[config.mk]
export PLATFORM = sky130hd
export DESIGN_NAME = lidar_sector_obstacle_mapper
export DESIGN_NICKNAME = d
export VERILOG_FILES = /design/src/rtl/lsom_pkg.sv /design/src/rtl/lsom_framer.sv /design/src/rtl/lsom_matcher.sv /design/src/rtl/lidar_sector_obstacle_mapper.sv
export SDC_FILE = /design/constraint.sdc
export NUM_CORES = 1
export LEC_CHECK = 0
export ABC_AREA = 1
export BUFFER_PORTS_ARGS = -buffer_cell sky130_fd_sc_hd__buf_2
export CORE_MARGIN = 1
export CORE_UTILIZATION = 56
export CTS_BUF_LIST = sky130_fd_sc_hd__clkbuf_8
export CTS_CLUSTER_DIAMETER = 80
export DETAILED_ROUTE_END_ITERATION = 8
export HOLD_SLACK_MARGIN = 0.08
export PLACE_DENSITY_LB_ADDON = 0.2
export SYNTH_ARGS = -nofsm -noshare
export SYNTH_HDL_FRONTEND = slang
export SYNTH_SLANG_ARGS = --single-unit
export TNS_END_PERCENT = 20
[constraint.sdc]
create_clock -name clk -period 6.1 [get_ports clk]
set_clock_uncertainty 0.1 [all_clocks]
set_input_delay 0.305 -clock clk [delete_from_list [all_inputs] [get_ports clk]]
set_output_delay 0.305 -clock clk [all_outputs]
set_load 0.05 [all_outputs]
[src/rtl/lsom_pkg.sv]
// Shared types, constants and angle table for the lidar sector obstacle mapper.
`timescale 1ns / 1ps
`default_nettype none
package lsom_pkg;

	localparam int BYTE_W  = 8;
	localparam int ANGLE_W = 15;
	localparam int DIST_W  = 16;
	localparam int LANE_W  = 4;
	localparam int FLAGS_W = 9;
	localparam int POS_W   = 3;
	localparam int CFG_IDX_W  = 4;
	localparam int CFG_DATA_W = 16;
	localparam int ROM_IDX_W  = 6;

	// Register indexes on the configuration port
	localparam logic [CFG_IDX_W-1:0] CFG_DIST_LIMIT = 4'd0;
	localparam logic [CFG_IDX_W-1:0] CFG_ANGLE_TOL  = 4'd1;

	localparam logic [DIST_W-1:0]  DIST_LIMIT_RST = 16'd80;
	localparam logic [ANGLE_W-1:0] ANGLE_TOL_RST  = 15'd64;

	// Byte positions inside a five byte packet
	localparam logic [POS_W-1:0] POS_QUALITY = 3'd0;
	localparam logic [POS_W-1:0] POS_ANG_LO  = 3'd1;
	localparam logic [POS_W-1:0] POS_ANG_HI  = 3'd2;
	localparam logic [POS_W-1:0] POS_DIST_LO = 3'd3;
	localparam logic [POS_W-1:0] POS_DIST_HI = 3'd4;

	localparam logic [ROM_IDX_W-1:0] ROM_SIZE = 6'd27;

	// Completed packet from the framer
	typedef struct packed {
		logic               done;
		logic [ANGLE_W-1:0] angle;
		logic [DIST_W-1:0]  range_q2;
	} pkt_t;

	// One result beat
	typedef struct packed {
		logic [ANGLE_W-1:0] meas_angle;
		logic [DIST_W-1:0]  distance_q2;
		logic               matched;
		logic [LANE_W-1:0]  lane_number;
		logic [FLAGS_W-1:0] lane_clear_bits;
	} res_t;

	// Expected angle in 1/64 degree; index wraps at the table size
	function automatic logic [ANGLE_W-1:0] rom_angle(input logic [ROM_IDX_W-1:0] idx);
		logic [ROM_IDX_W-1:0] r;
		logic [8:0]           deg;
		r = idx;
		if (r >= ROM_SIZE) r = r - ROM_SIZE;
		if (r >= ROM_SIZE) r = r - ROM_SIZE;
		case (r)
			6'd0:  deg = 9'd275;
			6'd1:  deg = 9'd280;
			6'd2:  deg = 9'd285;
			6'd3:  deg = 9'd295;
			6'd4:  deg = 9'd300;
			6'd5:  deg = 9'd305;
			6'd6:  deg = 9'd315;
			6'd7:  deg = 9'd320;
			6'd8:  deg = 9'd325;
			6'd9:  deg = 9'd335;
			6'd10: deg = 9'd340;
			6'd11: deg = 9'd345;
			6'd12: deg = 9'd355;
			6'd13: deg = 9'd0;
			6'd14: deg = 9'd5;
			6'd15: deg = 9'd15;
			6'd16: deg = 9'd20;
			6'd17: deg = 9'd25;
			6'd18: deg = 9'd35;
			6'd19: deg = 9'd40;
			6'd20: deg = 9'd45;
			6'd21: deg = 9'd55;
			6'd22: deg = 9'd60;
			6'd23: deg = 9'd65;
			6'd24: deg = 9'd75;
			6'd25: deg = 9'd80;
			6'd26: deg = 9'd85;
			default: deg = 9'd0;
		endcase
		return {deg, 6'b000000};
	endfunction

endpackage
`default_nettype wire

[src/rtl/lsom_framer.sv]
// Packet framer: tracks byte position and assembles angle and distance.
`timescale 1ns / 1ps
`default_nettype none
module lsom_framer
	import lsom_pkg::*;
(
	input  wire logic              clk,
	input  wire logic              arst_n,
	input  wire logic              step,
	input  wire logic [BYTE_W-1:0] data,
	output pkt_t                   pkt
);

	logic [POS_W-1:0]  pos_q;
	logic [BYTE_W-1:0] ang_lo_q;
	logic [BYTE_W-1:0] ang_hi_q;
	logic [BYTE_W-1:0] dist_lo_q;
	logic [POS_W-1:0]  pos;

	// out-of-range position restarts at the quality byte
	assign pos = (pos_q > POS_DIST_HI) ? POS_QUALITY : pos_q;

	// last byte completes the packet
	always_comb begin
		pkt.done     = (pos == POS_DIST_HI);
		pkt.angle    = {ang_hi_q, ang_lo_q[BYTE_W-1:1]};
		pkt.range_q2 = {data, dist_lo_q};
	end

	// position counter and byte capture
	always_ff @(posedge clk or negedge arst_n) begin
		if (!arst_n) begin
			pos_q     <= POS_QUALITY;
			ang_lo_q  <= '0;
			ang_hi_q  <= '0;
			dist_lo_q <= '0;
		end else if (step) begin
			pos_q <= (pos >= POS_DIST_HI) ? POS_QUALITY : pos + 3'd1;
			case (pos)
				POS_ANG_LO:  ang_lo_q  <= data;
				POS_ANG_HI:  ang_hi_q  <= data;
				POS_DIST_LO: dist_lo_q <= data;
				default: ;
			endcase
		end
	end

endmodule
`default_nettype wire

[src/rtl/lsom_matcher.sv]
// Angle matcher: table compare, lane bookkeeping and lane flag update.
`timescale 1ns / 1ps
`default_nettype none
module lsom_matcher
	import lsom_pkg::*;
#(
	parameter int TABLE_ANGLES = 27,
	parameter int LANE_COUNT   = 9
) (
	input  wire logic               clk,
	input  wire logic               arst_n,
	input  wire logic               step,
	input  wire pkt_t               pkt,
	input  wire logic [DIST_W-1:0]  dist_limit,
	input  wire logic [ANGLE_W-1:0] angle_tol,
	output res_t                    res
);

	localparam int TP_W = (TABLE_ANGLES > 1) ? $clog2(TABLE_ANGLES) : 1;
	localparam int LP_W = (LANE_COUNT > 1) ? $clog2(LANE_COUNT) : 1;
	localparam logic [TP_W-1:0] TP_LAST = TP_W'(TABLE_ANGLES - 1);
	localparam logic [LP_W-1:0] LP_LAST = LP_W'(LANE_COUNT - 1);

	logic [TP_W-1:0]       tp_q;
	logic [1:0]            cnt_q;
	logic [LP_W-1:0]       lane_q;
	logic [LANE_COUNT-1:0] flags_q;

	logic [ANGLE_W-1:0]    expect_q6;
	logic [ANGLE_W-1:0]    diff;
	logic                  hit;
	logic [LANE_COUNT-1:0] flags_nx;

	// absolute angle difference against the expected table angle
	always_comb begin
		expect_q6 = rom_angle(ROM_IDX_W'(tp_q));
		diff      = (expect_q6 >= pkt.angle) ? expect_q6 - pkt.angle
		                                     : pkt.angle - expect_q6;
		hit       = (diff <= angle_tol);
	end

	// lane bit: clear when beyond the distance limit
	always_comb begin
		flags_nx = flags_q;
		if (hit) flags_nx[lane_q] = (pkt.range_q2 > dist_limit);
	end

	always_comb begin
		res.meas_angle      = pkt.angle;
		res.distance_q2     = pkt.range_q2;
		res.matched         = hit;
		res.lane_number     = hit ? LANE_W'(lane_q) : '0;
		res.lane_clear_bits = FLAGS_W'(flags_nx);
	end

	// table index, match count and lane advance on a matched packet
	always_ff @(posedge clk or negedge arst_n) begin
		if (!arst_n) begin
			tp_q    <= '0;
			cnt_q   <= '0;
			lane_q  <= '0;
			flags_q <= '0;
		end else if (step && pkt.done && hit) begin
			flags_q <= flags_nx;
			tp_q    <= (tp_q == TP_LAST) ? '0 : tp_q + 1'b1;
			if (cnt_q == 2'd2) begin
				cnt_q  <= '0;
				lane_q <= (lane_q == LP_LAST) ? '0 : lane_q + 1'b1;
			end else begin
				cnt_q <= cnt_q + 2'd1;
			end
		end
	end

endmodule
`default_nettype wire

[src/rtl/lidar_sector_obstacle_mapper.sv]
// Top level of the lidar sector obstacle mapper.
// Usage:
//  - in channel: one stream byte per beat (in_valid/in_ready). Packets are five
//    bytes: quality, angle low, angle high, distance low, distance high.
//  - out channel: one result beat per completed packet, none for other bytes.
//  - cfg channel: cfg_index 0 = distance limit, 1 = angle tolerance; other
//    indexes are ignored. cfg_ready is always high. Write only while idle.
// Timing:
//  - A byte is accepted into the input register; the fifth byte of a packet
//    then moves its result into the result register, which drives out_valid.
//  - Throughput is one byte per cycle while no packet's last byte stalls,
//    set by the single input register and the single result register; byte
//    framing and the table match are combinational between them.
// Stall:
//  - While a result waits, bytes that produce no result keep flowing; a
//    packet's last byte holds in the input register while the result register
//    is full and not being read, and in_ready is low for those cycles.
// Reset:
//  - arst_n clears framing, table index, lane, match count and lane flags;
//    registers return to 80 and 64. No result is pending after reset.
`timescale 1ns / 1ps
`default_nettype none
module lidar_sector_obstacle_mapper
	import lsom_pkg::*;
#(
	parameter int TABLE_ANGLES = 27,
	parameter int LANE_COUNT   = 9
) (
	input  wire logic                  clk,
	input  wire logic                  arst_n,
	input  wire logic                  in_valid,
	output logic                       in_ready,
	input  wire logic [BYTE_W-1:0]     stream_byte,
	output logic                       out_valid,
	input  wire logic                  out_ready,
	output logic [ANGLE_W-1:0]         meas_angle,
	output logic [DIST_W-1:0]          distance_q2,
	output logic                       matched,
	output logic [LANE_W-1:0]          lane_number,
	output logic [FLAGS_W-1:0]         lane_clear_bits,
	input  wire logic                  cfg_valid,
	output logic                       cfg_ready,
	input  wire logic [CFG_IDX_W-1:0]  cfg_index,
	input  wire logic [CFG_DATA_W-1:0] cfg_data
);

	logic               valid_s1;
	logic [BYTE_W-1:0]  byte_s1;
	logic [DIST_W-1:0]  dist_limit_q;
	logic [ANGLE_W-1:0] angle_tol_q;
	logic               out_valid_q;
	res_t               res_q;
	pkt_t               pkt;
	res_t               res;
	logic               out_free;
	logic               advance;

	// handshake: a byte leaves s1 when it needs no result slot or one is free
	assign out_free  = !out_valid_q || out_ready;
	assign advance   = valid_s1 && (!pkt.done || out_free);
	assign in_ready  = !valid_s1 || advance;
	assign cfg_ready = 1'b1;

	// input register
	always_ff @(posedge clk or negedge arst_n) begin
		if (!arst_n) begin
			valid_s1 <= 1'b0;
		end else if (in_ready) begin
			valid_s1 <= in_valid;
		end
	end

	always_ff @(posedge clk) begin
		if (in_valid && in_ready) byte_s1 <= stream_byte;
	end

	// configuration registers
	always_ff @(posedge clk or negedge arst_n) begin
		if (!arst_n) begin
			dist_limit_q <= DIST_LIMIT_RST;
			angle_tol_q  <= ANGLE_TOL_RST;
		end else if (cfg_valid && cfg_ready) begin
			unique case (cfg_index)
				CFG_DIST_LIMIT: dist_limit_q <= cfg_data;
				CFG_ANGLE_TOL:  angle_tol_q  <= cfg_data[ANGLE_W-1:0];
				default: ;
			endcase
		end
	end

	lsom_framer u_framer (
		.clk    (clk),
		.arst_n (arst_n),
		.step   (advance),
		.data   (byte_s1),
		.pkt    (pkt)
	);

	lsom_matcher #(
		.TABLE_ANGLES (TABLE_ANGLES),
		.LANE_COUNT   (LANE_COUNT)
	) u_matcher (
		.clk        (clk),
		.arst_n     (arst_n),
		.step       (advance),
		.pkt        (pkt),
		.dist_limit (dist_limit_q),
		.angle_tol  (angle_tol_q),
		.res        (res)
	);

	// result register
	always_ff @(posedge clk or negedge arst_n) begin
		if (!arst_n) begin
			out_valid_q <= 1'b0;
		end else if (advance && pkt.done) begin
			out_valid_q <= 1'b1;
		end else if (out_ready) begin
			out_valid_q <= 1'b0;
		end
	end

	always_ff @(posedge clk) begin
		if (advance && pkt.done) res_q <= res;
	end

	assign out_valid       = out_valid_q;
	assign meas_angle      = res_q.meas_angle;
	assign distance_q2     = res_q.distance_q2;
	assign matched         = res_q.matched;
	assign lane_number     = res_q.lane_number;
	assign lane_clear_bits = res_q.lane_clear_bits;

endmodule
`default_nettype wire

; ---- Word-level counts from Yosys, hierarchy flattened
; Memories as Yosys holds them, arrays and structs flattened.
; Cells that the tools add are included.
[word_totals]
out_inout_bits = 48
mem_count = 1
rom_bits = 256
ff_bits = 133
wordCells = 78
[memory_table]
columns = memory, depth, word_bits, rd, rd_ports_with_merged_regs, write_ports, line
row1 = (name not given), 32, 8, 1, 0, 0, lsom_pkg.sv:55  ; case (r)
[classes]
muxes = 15
n_reduce_logical = 19
addsub = 8
eq_ne = 8
n_lt_le_gt_ge = 9
[ops]
columns = operator, count
row1 = 15-bit subtractor, 2
row2 = 9-bit two-way mux, 2
row3 = 16-bit > comparator, 1
row4 = 15-bit greater-or-equal comparator, 1
row5 = 15-bit <= comparator, 1
row6 = 15-bit two-way mux, 1
row7 = 6-bit two-way mux, 2
row8 = 2-bit AND reduction, 6
row9 = 9-bit bitwise mux, 1
row10 = 3-bit by 2-bit equality test with 1-bit output (second input constant), 2
row11 = 6-bit by 5-bit greater-or-equal comparator with 1-bit output (second input constant), 1
row12 = 3-bit two-way mux, 2
row13 = 5-bit by 5-bit subtractor with 6-bit output (second input constant), 1
row14 = 6-bit by 5-bit subtractor with 6-bit output (second input constant), 1
row15 = 5-bit by 1-bit adder with 5-bit output (second input constant), 1
row16 = 5-bit equality test (second input constant), 1
row17 = 5-bit greater-or-equal comparator (second input constant), 1
row18 = 1-bit logical AND, 5
row19 = 4-bit by 5-bit < comparator with 1-bit output (second input constant), 1
row20 = 5-bit two-way mux, 1
row21 = 4-bit by 1-bit adder with 4-bit output (second input constant), 1
row22 = 1-bit demux with 4-bit select, 1
row23 = 4-bit by 1-bit equality test with 1-bit output (second input constant), 1
row24 = 4-bit equality test (second input constant), 1
row25 = other kinds (15), 21

; ---- Longest topological paths before layout
; An unclocked memory read counts as a cell.
[depth]
ltp_word = 11
mapped_depth = 47
mapped_depth_nobuf = 46

; ---- Modules after synthesis
; Synthesis repeated with hierarchy kept, for this count alone.
[unflattened]
cells_unflattened = 1082
area_unflattened_um2 = 8653.3
[modules_own_cells]
columns = module, cells_per_inst, instances, area_per_inst_um2, seq_area_each_um2
row1 = lsom_matcher, 728, 1, 4356.7, 500.5
row2 = lidar_sector_obstacle_mapper, 213, 1, 3051.7, 2421.1
row3 = lsom_framer, 141, 1, 1244.9, 650.6

; ---- Worst setup path before layout
; OpenSTA, ideal clock, no wires.
[synth_timing]
path_type = reg2reg
start = register u_matcher.tp_q[1]
end = register res_q (netlist bit lane_clear_bits[8]), data pin
n_path_buf = 2
period_less_slack_ps = 5768
path_stages_with_launch = 41
arrival_time_ps = 5413
path_slack_ps = 332
path_cell_list = dfrtp_1 ha_1 nor2_4 nor2_8 nand2_2 nand2_4 ha_1 nand3_1 nand2_4 nand2_1 nand2_1 inv_1 ha_1 inv_1 nand2_1 nand2_1 inv_1 nand2_2 [... 5 more ...] nor3_2 nand4_1 nand2_1 buf_2 nand2_1 o21ai_1 inv_1 ha_1 nand2_1 inv_1 a21oi_1 nand2_1 nand2_1 nand2_1 nand2_1 buf_2 nand3_1 and2_1
[synth_rtl]
columns = item, line
row1 = from (decl), lsom_matcher.sv:24  ; logic [TP_W-1:0] tp_q;
row2 = from (signal assigned), lsom_matcher.sv:65  ; tp_q <= (tp_q == TP_LAST) ? '0 : tp_q + 1'b1;
row3 = to (signal assigned), lidar_sector_obstacle_mapper.sv:124  ; if (advance && pkt.done) res_q <= res;
row4 = to (decl), lidar_sector_obstacle_mapper.sv:52  ; res_t res_q;

==> impl_metrics.toml <==
[clock_tree]
clock_latency_ns = 0.45
h-tree-depth = 4
cts.clk_slew.worst_paths_ns = 0.08
cts_sinks = 132
cts_tree = "built"
clock-root-buffer = "clkbuf_8"
cts_made_buffers = 17
clk_path_buf_depth = 2

[routing]
wl_per_cell_um = 14.9
vias = 6732
drtPass1Iterations = 6
drc_errors = 0
routed_wl_mm = 19.4
via_per_inst = 5.18
drt_iter0_markers = 495
ant_nets = 0

[timing]
max_freq_mhz = 173
hold_violations = 0
relSlewSlack_pct = 24.3
hold_ws_ns = 0.115
finalCritPeriodShare_pct = 94.6
setup_viol = 0
worst_slew_pin_slew_ns = 1.13
grt_setup_unrepaired = "yes"
slew_violations = 0
period_minus_slack_ns = 5.77
setup_tns_ns = 0

[die]
start_util_pct = 58.2
die_x_um = 123
num_rows = 43
core_area_sq_um = 14000
die_area_sq_um = 15100
io_pins = 81
fp.dieH_um = 123

[layout]
final_nets = 1208
syn_to_final_growth_pct = 17.8
multi_input_area_sq_um = 3980
diodes = 0
layout-drive-gt1-share_pct = 19.6
fill_cells = 1143
seqCellArea_sq_um = 3570
fin_area_sq_um = 9630

[worst_hold_path]
min-delay-start = "cfg_data[13]"
worstHoldPathType = "input port to flip-flop"
hold_depth = 3
min_to = "angle_tol_q[13]"

[worst_setup_path]
critPathLaunchType = "flip-flop"
reg2reg_depth = 42
slowest_stage = "dfrtp_1"
arrival_ns = 5.89
rrSetupSlack_ns = 0.33
slowest_delay_ns = 0.43
crit_type = "flip-flop to flip-flop"
r2r-end = "lane_clear_bits[0]"
crit_required_ns = 6.22
cpMostUsedCell = "nand2_1"
timing.rr.start = "u_matcher.tp_q[0]"
path_max_fanout = 5
crit_path_end_kind = "flip-flop"

[grt]
grt_max_degree = 80
antenna_found_initial = 0
grt_overflow = 0
grt_pass1_vias = 6366
grt_pass1_wl_mm = 30.8
grt_use_total_pct = 27.1

[synth]
synthTopCellsByCount = "nand2_1 (251), inv_1 (156), dfrtp_1 (76)"
synthCells = 983
ys.flop_type = "dfrtp_1"
ys_seq_area_share_pct = 43.7
netlist_area_sq_um = 8180
syn_nets = 1084
synth-edff-count = 53
syn_area_per_cell_sq_um = 8.32
ys_ff_latch = 132
synthArstFlopShare_pct = 59.8
ys.warnings.count = 0
synth_top_area_share_pct = 23.3
yosysMostFrequentCell = "nand2_1"
synth_top_area_cell = "dfrtp_1"
netlist_top_cells_area = "dfrtp_1 (23%), edfxtp_1 (19%), nand2_1 (12%), ha_1 (10%), inv_1 (7.2%)"
synthDistinctLibCells = 46

[power_and_ir_drop]
leakage_nw = 4.85
powerDensity_nw_per_um2 = 504
power_mw = 4.85
ir_worst_vdd_mv = 0.242

[place]
port_buffers = 79
placed_area_sq_um = 8810
gp_congestion = 0.901
detailed_place_hpwl_mm = 13.7

[run]
drv_cap = 0

[status]
status = "complete, no violations"
## state kept, by name, indices dropped and copies added (netlist names)
name,count
lane_number,4
u_framer.ang_lo_q,7
matched,1
valid_s1,1
dist_limit_q,16
byte_s1,8
u_matcher.cnt_q,2
u_framer.pos_q,3
u_framer.dist_lo_q,8
lane_clear_bits,9
out_valid,1
distance_q2,16
u_matcher.tp_q,5
meas_angle,15
u_framer.ang_hi_q,8
angle_tol_q,15
u_matcher.flags_q,9
u_matcher.lane_q,4
## per-stage QoR
step	worst slack (ns)	utilization, %	cells
after CTS	0.00293	67.4	1297
final	0.329	68.6	1300
after detailed placement	0.0277	62.7	1239
after global routing	-0.0855	68.6	1300
after floorplan	0.332	-	983
after global placement	0.179	62.7	1239
## cell usage in the layout, fill, tap and decap left out, types with 5 or more instances in the layout
master           n
nand2_1        241
inv_1          154
buf_2           78
dfrtp_1         75
nand3_1         71
o21ai_0         69
ha_1            58
edfxtp_1        53
nor2_1          45
a21oi_1         29
dlygate4sd3_1   26
buf_4           23
nand2_2         22
xor2_1          21
clkbuf_8        17
nand2_4         12
inv_2           11
and2_1          10
nand4_1          9
o21ai_1          8
o21a_1           8
nand3_2          7
a21oi_2          5
ha_2             5
clkinv_4         5
## worst max path at each step
stage	startpoint	slack (ns)	to
6_report	u_matcher.tp_q[0]	0.33	lane_clear_bits[0]
5_1_grt	u_matcher.tp_q[0]	-0.09	lane_clear_bits[4]
4_1_cts	u_matcher.tp_q[1]	0.003	lane_clear_bits[2]
3_5_place_dp	u_matcher.tp_q[1]	0.03	lane_clear_bits[2]
3_3_place_gp	u_matcher.tp_q[1]	0.18	lane_clear_bits[4]
2_1_floorplan	u_matcher.tp_q[1]	0.33	lane_clear_bits[8]
## cell type report
class | instances | area share, %
clock buffers | 17 | 2.43
flip-flops and latches | 132 | 37.1
clock inverters | 15 | 1.64
inverters | 166 | 6.52
well taps | 180 | 2.34
multi-input cells | 662 | 41.3
repair buffers | 128 | 8.67
## logic make-up after synthesis
| kind of cell | synth area share, % |
|---|---|
| AO/OA/AOI/OAI | 9.26 |
| XOR/XNOR | 2.57 |
| adder cells (fa/ha/maj) | 10.5 |
| buffers and inverters | 9.40 |
| flip-flops | 43.7 |
| other | 0.0459 |
| AND/OR/NAND/NOR | 24.5 |
## report_power, final
group	switching (mW)	internal (mW)	total, mW
Sequential	0.174	1.13	1.31
Clock	0.373	0.366	0.739
Combinational	1.73	1.07	2.80
## metal layers
layer	up-vias	wire length [um]	track usage [%]	share of wire (%)
met4	0	356	7.85	1.8
met5	-	0	0	0
met3	30	770	5.20	4.0
met1	3139	8850	36.0	46
met2	166	9390	44.8	48
li1	3397	-	-	-
## what timing repair did
action                                  CTS  global route
hold buffers                             26             0
setup buffers                             0             3
endpoints found under the setup margin    0            34
gates resized for setup                   0            42
endpoints found under the hold margin   113             0
## critical path: cells and delay by family, from the launching register on
family / cells / cell delay (ns)
fa+ha+maj: 6 / 1.64
simple gates: 25 / 2.27
compound gates: 2 / 0.33
xor+xnor: 1 / 0.14
flops: 1 / 0.43
buf+inv: 8 / 0.64
Note: power is estimated with default switching activity, not from simulation.
